`config.mk`:
```
export PLATFORM = sky130hd
export DESIGN_NAME = ubx_frame_receiver_unit
export DESIGN_NICKNAME = d
export VERILOG_FILES = /design/src/hw/rtl/ubx_pkg.sv /design/src/hw/rtl/ubx_parser.sv /design/src/hw/rtl/ubx_capture.sv /design/src/hw/rtl/ubx_frame_receiver_unit.sv
export SDC_FILE = /design/constraint.sdc
export NUM_CORES = 1
export LEC_CHECK = 0
export BUFFER_PORTS_ARGS = -buffer_cell sky130_fd_sc_hd__buf_2
export CAP_MARGIN = 5
export CORE_AREA = 2 2 215 217
export DETAILED_ROUTE_END_ITERATION = 16
export DIE_AREA = 0 0 217 219
export SLEW_MARGIN = 10
export SYNTH_ARGS = -nofsm -noshare
export SYNTH_HDL_FRONTEND = slang
export SYNTH_HIERARCHICAL = 1
export SYNTH_SLANG_ARGS = --single-unit
```
`constraint.sdc`:
```
create_clock -name i_clk -period 20.2 [get_ports i_clk]
set_clock_uncertainty 0.15 [all_clocks]
set_input_delay 6.06 -clock i_clk [delete_from_list [all_inputs] [get_ports i_clk]]
set_output_delay 6.06 -clock i_clk [all_outputs]
set_load 0.02 [all_outputs]
```
`src/hw/rtl/ubx_pkg.sv`:
```
// Package for the UBX frame receiver: sync and message id constants,
// parser phase type and the capture control structure.
// No dependencies; imported by every module of the block.
package ubx_pkg;

    localparam logic [7:0] SYNC_FIRST  = 8'hB5;
    localparam logic [7:0] SYNC_SECOND = 8'h62;

    localparam logic [7:0] ID_VELOCITY = 8'h12;
    localparam logic [7:0] ID_TIME     = 8'h21;
    localparam logic [7:0] ID_POSITION = 8'h02;
    localparam logic [7:0] ID_STATUS   = 8'h03;

    localparam logic [1:0] KIND_VELOCITY = 2'd0;
    localparam logic [1:0] KIND_TIME     = 2'd1;
    localparam logic [1:0] KIND_POSITION = 2'd2;
    localparam logic [1:0] KIND_STATUS   = 2'd3;

    localparam logic [1:0] HDR_CLASS  = 2'd0;
    localparam logic [1:0] HDR_ID     = 2'd1;
    localparam logic [1:0] HDR_LEN_LO = 2'd2;
    localparam logic [1:0] HDR_LEN_HI = 2'd3;

    localparam int OUT_DATA_W = 104;
    localparam int OUT_USER_W = 3;

    typedef enum logic [2:0] {
        PH_HUNT,
        PH_HEAD,
        PH_BODY,
        PH_SUMA,
        PH_SUMB
    } t_phase;

    typedef struct packed {
        logic        en;
        logic [7:0]  msg_id;
        logic [15:0] index;
        logic [7:0]  data;
    } t_cap_ctl;

    function automatic logic id_known(input logic [7:0] id);
        return (id == ID_VELOCITY) || (id == ID_TIME) ||
               (id == ID_POSITION) || (id == ID_STATUS);
    endfunction

    function automatic logic [1:0] kind_of(input logic [7:0] id);
        logic [1:0] k;
        case (id)
            ID_TIME:     k = KIND_TIME;
            ID_POSITION: k = KIND_POSITION;
            ID_STATUS:   k = KIND_STATUS;
            default:     k = KIND_VELOCITY;
        endcase
        return k;
    endfunction

endpackage

```
`src/hw/rtl/ubx_parser.sv`:
```
// Frame parser: sync hunt, header decode, Fletcher-8 sums and checksum check.
// Depends on ubx_pkg; drives the capture control for ubx_capture.
module ubx_parser
    import ubx_pkg::*;
(
    input  logic       i_clk,
    input  logic       i_rst_n,
    input  logic       i_step,
    input  logic [7:0] i_byte,
    output logic       o_res_valid,
    output logic [1:0] o_kind,
    output logic       o_ck_ok,
    output t_cap_ctl   o_cap
);

    t_phase      r_phase, n_phase;
    logic [7:0]  r_prev, n_prev;
    logic [1:0]  r_hidx, n_hidx;
    logic [7:0]  r_id, n_id;
    logic [15:0] r_len, n_len;
    logic [15:0] r_pidx, n_pidx;
    logic [7:0]  r_sum_a, n_sum_a;
    logic [7:0]  r_sum_b, n_sum_b;
    logic [7:0]  r_rx_a, n_rx_a;
    logic [7:0]  w_add_a;
    logic [15:0] w_len_full;
    logic [15:0] w_pidx_inc;

    assign w_add_a    = r_sum_a + i_byte;
    assign w_len_full = {i_byte, r_len[7:0]};
    assign w_pidx_inc = r_pidx + 16'd1;

    always_comb begin
        n_phase = r_phase;
        if (i_step) begin
            case (r_phase)
                PH_HUNT: begin
                    if (i_byte == SYNC_SECOND && r_prev == SYNC_FIRST) begin
                        n_phase = PH_HEAD;
                    end
                end
                PH_HEAD: begin
                    if (r_hidx == HDR_LEN_HI) begin
                        if (!id_known(r_id)) begin
                            n_phase = PH_HUNT;
                        end else if (w_len_full == 16'd0) begin
                            n_phase = PH_SUMA;
                        end else begin
                            n_phase = PH_BODY;
                        end
                    end
                end
                PH_BODY: begin
                    if (w_pidx_inc == r_len) begin
                        n_phase = PH_SUMA;
                    end
                end
                PH_SUMA: n_phase = PH_SUMB;
                PH_SUMB: n_phase = PH_HUNT;
                default: n_phase = PH_HUNT;
            endcase
        end
    end

    always_comb begin
        n_prev  = r_prev;
        n_hidx  = r_hidx;
        n_id    = r_id;
        n_len   = r_len;
        n_pidx  = r_pidx;
        n_sum_a = r_sum_a;
        n_sum_b = r_sum_b;
        n_rx_a  = r_rx_a;
        o_res_valid = 1'b0;
        o_cap.en     = 1'b0;
        o_cap.msg_id = r_id;
        o_cap.index  = r_pidx;
        o_cap.data   = i_byte;
        if (i_step) begin
            case (r_phase)
                PH_HUNT: begin
                    if (i_byte == SYNC_SECOND && r_prev == SYNC_FIRST) begin
                        n_hidx  = HDR_CLASS;
                        n_sum_a = 8'd0;
                        n_sum_b = 8'd0;
                    end
                    n_prev = i_byte;
                end
                PH_HEAD: begin
                    n_sum_a = w_add_a;
                    n_sum_b = r_sum_b + w_add_a;
                    case (r_hidx)
                        HDR_ID:     n_id = i_byte;
                        HDR_LEN_LO: n_len = {8'd0, i_byte};
                        HDR_LEN_HI: begin
                            n_len  = w_len_full;
                            n_pidx = 16'd0;
                        end
                        default: ;
                    endcase
                    n_hidx = r_hidx + 2'd1;
                end
                PH_BODY: begin
                    n_sum_a  = w_add_a;
                    n_sum_b  = r_sum_b + w_add_a;
                    o_cap.en = 1'b1;
                    n_pidx   = w_pidx_inc;
                end
                PH_SUMA: n_rx_a = i_byte;
                PH_SUMB: o_res_valid = 1'b1;
                default: ;
            endcase
        end
    end

    assign o_kind  = kind_of(r_id);
    assign o_ck_ok = (r_sum_a == r_rx_a) && (r_sum_b == i_byte);

    always_ff @(posedge i_clk) begin
        if (!i_rst_n) begin
            r_phase <= PH_HUNT;
            r_prev  <= 8'd0;
            r_hidx  <= 2'd0;
            r_id    <= 8'd0;
            r_len   <= 16'd0;
            r_pidx  <= 16'd0;
            r_sum_a <= 8'd0;
            r_sum_b <= 8'd0;
            r_rx_a  <= 8'd0;
        end else begin
            r_phase <= n_phase;
            r_prev  <= n_prev;
            r_hidx  <= n_hidx;
            r_id    <= n_id;
            r_len   <= n_len;
            r_pidx  <= n_pidx;
            r_sum_a <= n_sum_a;
            r_sum_b <= n_sum_b;
            r_rx_a  <= n_rx_a;
        end
    end

endmodule

```
`src/hw/rtl/ubx_capture.sv`:
```
// Fixed-offset field capture: assembles little-endian payload fields and
// holds the latest value of each. Depends on ubx_pkg.
module ubx_capture
    import ubx_pkg::*;
(
    input  logic        i_clk,
    input  logic        i_rst_n,
    input  t_cap_ctl    i_cap,
    output logic [15:0] o_ground_speed,
    output logic [15:0] o_year_value,
    output logic [31:0] o_height_msl,
    output logic [7:0]  o_fix_status,
    output logic [31:0] o_ms_since_start
);

    logic [23:0] r_word, n_word;
    logic [15:0] r_speed, n_speed;
    logic [15:0] r_year, n_year;
    logic [31:0] r_height, n_height;
    logic [7:0]  r_fix, n_fix;
    logic [31:0] r_ms, n_ms;

    always_comb begin
        n_word   = r_word;
        n_speed  = r_speed;
        n_year   = r_year;
        n_height = r_height;
        n_fix    = r_fix;
        n_ms     = r_ms;
        if (i_cap.en) begin
            case (i_cap.msg_id)
                ID_VELOCITY: begin
                    if (i_cap.index == 16'd20) n_word[7:0] = i_cap.data;
                    if (i_cap.index == 16'd21) n_speed = {i_cap.data, r_word[7:0]};
                end
                ID_TIME: begin
                    if (i_cap.index == 16'd12) n_word[7:0] = i_cap.data;
                    if (i_cap.index == 16'd13) n_year = {i_cap.data, r_word[7:0]};
                end
                ID_POSITION: begin
                    if (i_cap.index == 16'd16) n_word[7:0]   = i_cap.data;
                    if (i_cap.index == 16'd17) n_word[15:8]  = i_cap.data;
                    if (i_cap.index == 16'd18) n_word[23:16] = i_cap.data;
                    if (i_cap.index == 16'd19) n_height = {i_cap.data, r_word};
                end
                ID_STATUS: begin
                    if (i_cap.index == 16'd6)  n_fix = i_cap.data;
                    if (i_cap.index == 16'd12) n_word[7:0]   = i_cap.data;
                    if (i_cap.index == 16'd13) n_word[15:8]  = i_cap.data;
                    if (i_cap.index == 16'd14) n_word[23:16] = i_cap.data;
                    if (i_cap.index == 16'd15) n_ms = {i_cap.data, r_word};
                end
                default: ;
            endcase
        end
    end

    always_ff @(posedge i_clk) begin
        r_word <= n_word;
    end

    always_ff @(posedge i_clk) begin
        if (!i_rst_n) begin
            r_speed  <= 16'd0;
            r_year   <= 16'd0;
            r_height <= 32'd0;
            r_fix    <= 8'd0;
            r_ms     <= 32'd0;
        end else begin
            r_speed  <= n_speed;
            r_year   <= n_year;
            r_height <= n_height;
            r_fix    <= n_fix;
            r_ms     <= n_ms;
        end
    end

    assign o_ground_speed   = r_speed;
    assign o_year_value     = r_year;
    assign o_height_msl     = r_height;
    assign o_fix_status     = r_fix;
    assign o_ms_since_start = r_ms;

endmodule

```
`src/hw/rtl/ubx_frame_receiver_unit.sv`:
```
// UBX frame receiver top level: input register, parser, field capture and a
// two-entry result buffer. Depends on ubx_pkg, ubx_parser and ubx_capture.
// Throughput is one byte per cycle unless both result slots are full; the CK_B
// byte passes the input register, then its result is registered for m_tvalid.
// The parser stalls only while both result slots are full.
// Synchronous active-low reset returns to sync hunting with all captured field values zero.
module ubx_frame_receiver_unit
    import ubx_pkg::*;
(
    input  logic                  i_clk,
    input  logic                  i_rst_n,
    input  logic                  s_tvalid,
    output logic                  s_tready,
    input  logic [7:0]            s_tdata,  // data_byte
    output logic                  m_tvalid,
    input  logic                  m_tready,
    // msg_kind[1:0], checksum_ok[2]
    output logic [OUT_USER_W-1:0] m_tuser,
    // ground_speed[15:0], year_value[31:16], height_msl[63:32],
    // fix_status[71:64], ms_since_start[103:72]
    output logic [OUT_DATA_W-1:0] m_tdata
);

    logic                  r_in_valid;
    logic [7:0]            r_in_byte;
    logic                  r_out_valid;
    logic [OUT_USER_W-1:0] r_out_user;
    logic [OUT_DATA_W-1:0] r_out_data;
    logic                  r_skid_valid;
    logic [OUT_USER_W-1:0] r_skid_user;
    logic [OUT_DATA_W-1:0] r_skid_data;
    logic                  w_adv;
    logic                  w_step;
    logic                  w_pop;
    logic                  w_res_valid;
    logic [1:0]            w_kind;
    logic                  w_ck_ok;
    t_cap_ctl              w_cap;
    logic [15:0]           w_speed;
    logic [15:0]           w_year;
    logic [31:0]           w_height;
    logic [7:0]            w_fix;
    logic [31:0]           w_ms;
    logic [OUT_USER_W-1:0] w_res_user;
    logic [OUT_DATA_W-1:0] w_res_data;

    assign w_adv    = !r_skid_valid;
    assign w_step   = r_in_valid && w_adv;
    assign s_tready = !r_in_valid || w_adv;
    assign w_pop    = r_out_valid && m_tready;

    ubx_parser u_parser (
        .i_clk       (i_clk),
        .i_rst_n     (i_rst_n),
        .i_step      (w_step),
        .i_byte      (r_in_byte),
        .o_res_valid (w_res_valid),
        .o_kind      (w_kind),
        .o_ck_ok     (w_ck_ok),
        .o_cap       (w_cap)
    );

    ubx_capture u_capture (
        .i_clk            (i_clk),
        .i_rst_n          (i_rst_n),
        .i_cap            (w_cap),
        .o_ground_speed   (w_speed),
        .o_year_value     (w_year),
        .o_height_msl     (w_height),
        .o_fix_status     (w_fix),
        .o_ms_since_start (w_ms)
    );

    assign w_res_user = {w_ck_ok, w_kind};
    assign w_res_data = {w_ms, w_fix, w_height, w_year, w_speed};

    always_ff @(posedge i_clk) begin
        if (!i_rst_n) begin
            r_in_valid <= 1'b0;
        end else if (s_tready) begin
            r_in_valid <= s_tvalid;
        end
    end

    always_ff @(posedge i_clk) begin
        if (s_tready) begin
            r_in_byte <= s_tdata;
        end
    end

    always_ff @(posedge i_clk) begin
        if (!i_rst_n) begin
            r_out_valid  <= 1'b0;
            r_skid_valid <= 1'b0;
        end else begin
            if (!r_out_valid || w_pop) begin
                r_out_valid <= r_skid_valid || w_res_valid;
            end
            if (r_skid_valid) begin
                r_skid_valid <= !w_pop;
            end else begin
                r_skid_valid <= w_res_valid && r_out_valid && !w_pop;
            end
        end
    end

    always_ff @(posedge i_clk) begin
        if (!r_out_valid || w_pop) begin
            if (r_skid_valid) begin
                r_out_user <= r_skid_user;
                r_out_data <= r_skid_data;
            end else if (w_res_valid) begin
                r_out_user <= w_res_user;
                r_out_data <= w_res_data;
            end
        end
        if (!r_skid_valid && w_res_valid && r_out_valid && !w_pop) begin
            r_skid_user <= w_res_user;
            r_skid_data <= w_res_data;
        end
    end

    assign m_tvalid = r_out_valid;
    assign m_tuser  = r_out_user;
    assign m_tdata  = r_out_data;

`ifndef SYNTH
    a_result_needs_byte: assert property (@(posedge i_clk) disable iff (!i_rst_n)
        w_res_valid |-> w_step)
        else $error("parser produced a result without a byte");

    a_result_registered: assert property (@(posedge i_clk) disable iff (!i_rst_n)
        w_res_valid |=> m_tvalid)
        else $error("result lost before the output register");

    a_no_step_when_full: assert property (@(posedge i_clk) disable iff (!i_rst_n)
        r_skid_valid |-> !w_step)
        else $error("parser stepped while both result slots were full");
`endif

endmodule
```
==> results.cfg <==
[status]
status = finished, final reports clean

[synthesis]
yosys.cell_count.top_type = edfxtp_1
syn_area_sq_um = 17900
netlist.area_leader.share = 0.414
syn_nets = 1397
ys_top_cells_by_count = edfxtp_1 (246), nand2_1 (200), dfxtp_1 (184)
avgSynthCellArea_sq_um = 13.1
synth_edf_count = 246
async_flop_share = 0
synth_seq_cells = 430
ys_seq_area_frac = 0.620
syn_inst = 1365
synth.distinct_cells = 76
yosysWarnings = 6
synth_largest_area_cell = edfxtp_1
ys.flop_type = edfxtp_1
ys_top_cells_by_area = edfxtp_1 (41%), dfxtp_1 (21%), mux2i_1 (6.1%), mux2_4 (4.5%), nand2_1 (4.2%)

[finish]
final-seq-area_sq_um = 11100
multiInputGateArea_sq_um = 6300
layout-drive-gt1-share = 0.221
fillers = 4058
antenna_cells = 0
finalNetCount = 1504
syn_to_final_growth_pct = 14.3

[hold_path]
whs_path_depth = 0
hp-class = flop to flop
min-delay-start = u_capture/o_ms_since_start[18]
min_to = r_skid_data[90]

[global_route]
grt_pass1_vias = 10428
overflow = 0
grtUsageTotal = 0.163
antenna_found_initial = 0
grt_pass1_wl_um = 60000
grt_max_degree = 121

[placed_design]
io_buffers = 120
dpl.hpwl_um = 24800
place_congestion = 0.796

[power_and_ir_drop]
power.total_mw = 1.77
seqPwrFrac = 0.521
vdd_drop_max_mv = 0.0561
clkPwrFrac = 0.464
p_per_area_nw_per_um2 = 86.6
switching_share = 0.201
cellLeakagePower_nw = 7.45
switchingPower_uw = 355
combPwrFrac = 0.015
p_int_mw = 1.41

[setup_path]
slowest_stage = dfxtp_4
critical_path.startpoint_type = flop
r2r_setup_slack_ns = 15.20
critical_path_buf_inv_count = 1
r2r_end = u_capture/o_height_msl[16]
r2r_start = r_skid_valid
cp_data_required_time_ns = 13.99
critPathKind = flop to primary output
critPathTopFamily = flip-flops
cpPeakStageDelay_ns = 0.98
worstSetupEndpointType = primary output
reg2regPathDepth = 8
crit_chain = nand2_1, buf_2
crit_arrival_ns = 2.30
cp_max_fo = 59

[clock_tree]
clk_pin_slew_ns = 0.06
cts_buffers = 45
post_cts_resized = 0
postCtsSetupRepairBufs = 0
holdBufCountCts = 0
clk_latency_ns = 0.56
htreeDepth = 2
cts_root_buf = clkbuf_16
clock_sinks = 430
cts_max_path_buffers = 3
cts_tree = yes

[sta]
worst_pin_slew_ns = 1.14
fin_crit_ns = 8.51
slew_headroom = 0.236
final.setup.tns_ns = 0
holdWs_ns = 0.308
rsz0062_at_grt = no
period_share = 0.421
setup_viol = 0
fmax_ghz = 0.118
drv_slew = 0
hold_viol_final = 0

[detailed_routing]
highest_layer = met4
antenna_left = 0
drc = 0
route.met3.wl_um = 1570
dr_total_vias = 10773
firstDrtPassIters = 5
dr.first_iter.drc_count = 739
wirelength_um = 39200
wire_per_inst_um = 18.6
avgViaCountPerCell = 5.11
wl_met2_um = 18700
wl_met1_um = 17800

[die]
die_w_um = 217
rows = 78
core_area_sq_um = 45100
initial_core_util = 0.396
die_area_sq_um = 47500
die_h_um = 219
pin_count = 121

[flow_run]
maxCapViolations = 0
==> registers in the layout, summed over array words and instances, names as in the netlist, 2 cells and up <==
register / cells
m_tdata: 104
r_skid_data: 104
u_capture/o_height_msl: 32
u_capture/o_ms_since_start: 32
u_capture/r_word: 24
u_capture/o_ground_speed: 16
u_capture/o_year_value: 16
u_parser/r_len: 16
u_parser/r_pidx: 16
r_in_byte: 8
u_capture/o_fix_status: 8
u_parser/r_id: 8
u_parser/r_prev: 8
u_parser/r_rx_a: 8
u_parser/r_sum_a: 8
u_parser/r_sum_b: 8
m_tuser: 3
r_skid_user: 3
u_parser/r_phase: 3
u_parser/r_hidx: 2
==> logic make-up (layout without fill, tap and decap cells) <==
kind of cell,Yosys count,count (layout),synth area share
compound gates,145,145,0.0552
xor+xnor,50,50,0.0245
fa+ha+maj,20,20,0.0149
buf+inv,96,240,0.0282
flops,430,430,0.620
mux,215,215,0.139
simple gates,409,409,0.118
==> per-stage QoR <==
step	worst slack [ns]	utilization	cell area (sq um)	std cells
after floorplan	8.90	-	17900	1365
after global placement	11.71	0.420	18900	2025
after detailed placement	11.66	0.420	18900	2025
after CTS	11.61	0.453	20400	2109
after global routing	11.52	0.453	20400	2109
final	11.69	0.453	20400	2109
==> cell type report <==
class                           instances  area share
Clock inverter                         20     0.00864
Tap cell                              600      0.0368
Clock buffer                           64      0.0637
Timing Repair Buffer                  138      0.0363
Sequential cell                       430       0.543
Inverter                               18     0.00331
Multi-Input combinational cell        839       0.309
==> worst max-delay path by stage <==
stage                            start              end  slack, ns  cells past startpoint
after floorplan               m_tready       m_tdata[0]       8.90                      2
after global placement        m_tready  r_skid_data[10]      11.71                      4
after detailed placement      m_tready  r_skid_data[26]      11.66                      4
after CTS                 r_skid_valid         s_tready      11.61                      2
after global routing      r_skid_valid         s_tready      11.52                      2
final                     r_skid_valid         s_tready      11.69                      2
==> worst reg2reg max path: cells and delay by family, from the launching register on <==
family / cells / cell delay, ns
buf+inv: 2 / 1.19
flops: 1 / 0.60
mux: 1 / 0.26
simple gates: 5 / 2.73
==> layout by cell type (no fill, tap or decap), types with 7 or more instances in the layout <==
master	count
a21boi_0	31
a21oi_1	30
a22oi_1	22
buf_2	119
buf_4	18
clkbuf_1	11
clkbuf_16	47
clkinv_1	10
dfxtp_1	183
edfxtp_1	246
ha_1	18
inv_1	17
mux2_2	54
mux2_4	53
mux2i_1	108
nand2_1	200
nand3_1	24
nand4_1	9
nor2_1	28
nor2b_1	44
nor3_1	22
nor3b_1	9
nor4_1	10
o21ai_0	22
or3_1	7
xnor2_1	35
xor2_1	15
==> power by group through the flow <==
stage	combinational [mW]	clock [mW]	sequential [mW]
6_report	0.0269	0.821	0.920
5_1_grt	0.0294	0.879	0.920
4_1_cts	0.0270	0.842	0.920
3_5_place_dp	0.0270	0	0.939
3_3_place_gp	0.0266	0	0.939
2_1_floorplan	0.0190	0	0.938
==> per-layer routing <==
| metal | track usage | vias up |
|---|---|---|
| li1 | - | 5170 |
| met1 | 0.217 | 5331 |
| met2 | 0.267 | 219 |
| met3 | 0.0269 | 53 |
| met4 | 0.0639 | 0 |
| met5 | 0 | - |
(Power assumes the default switching activity.)
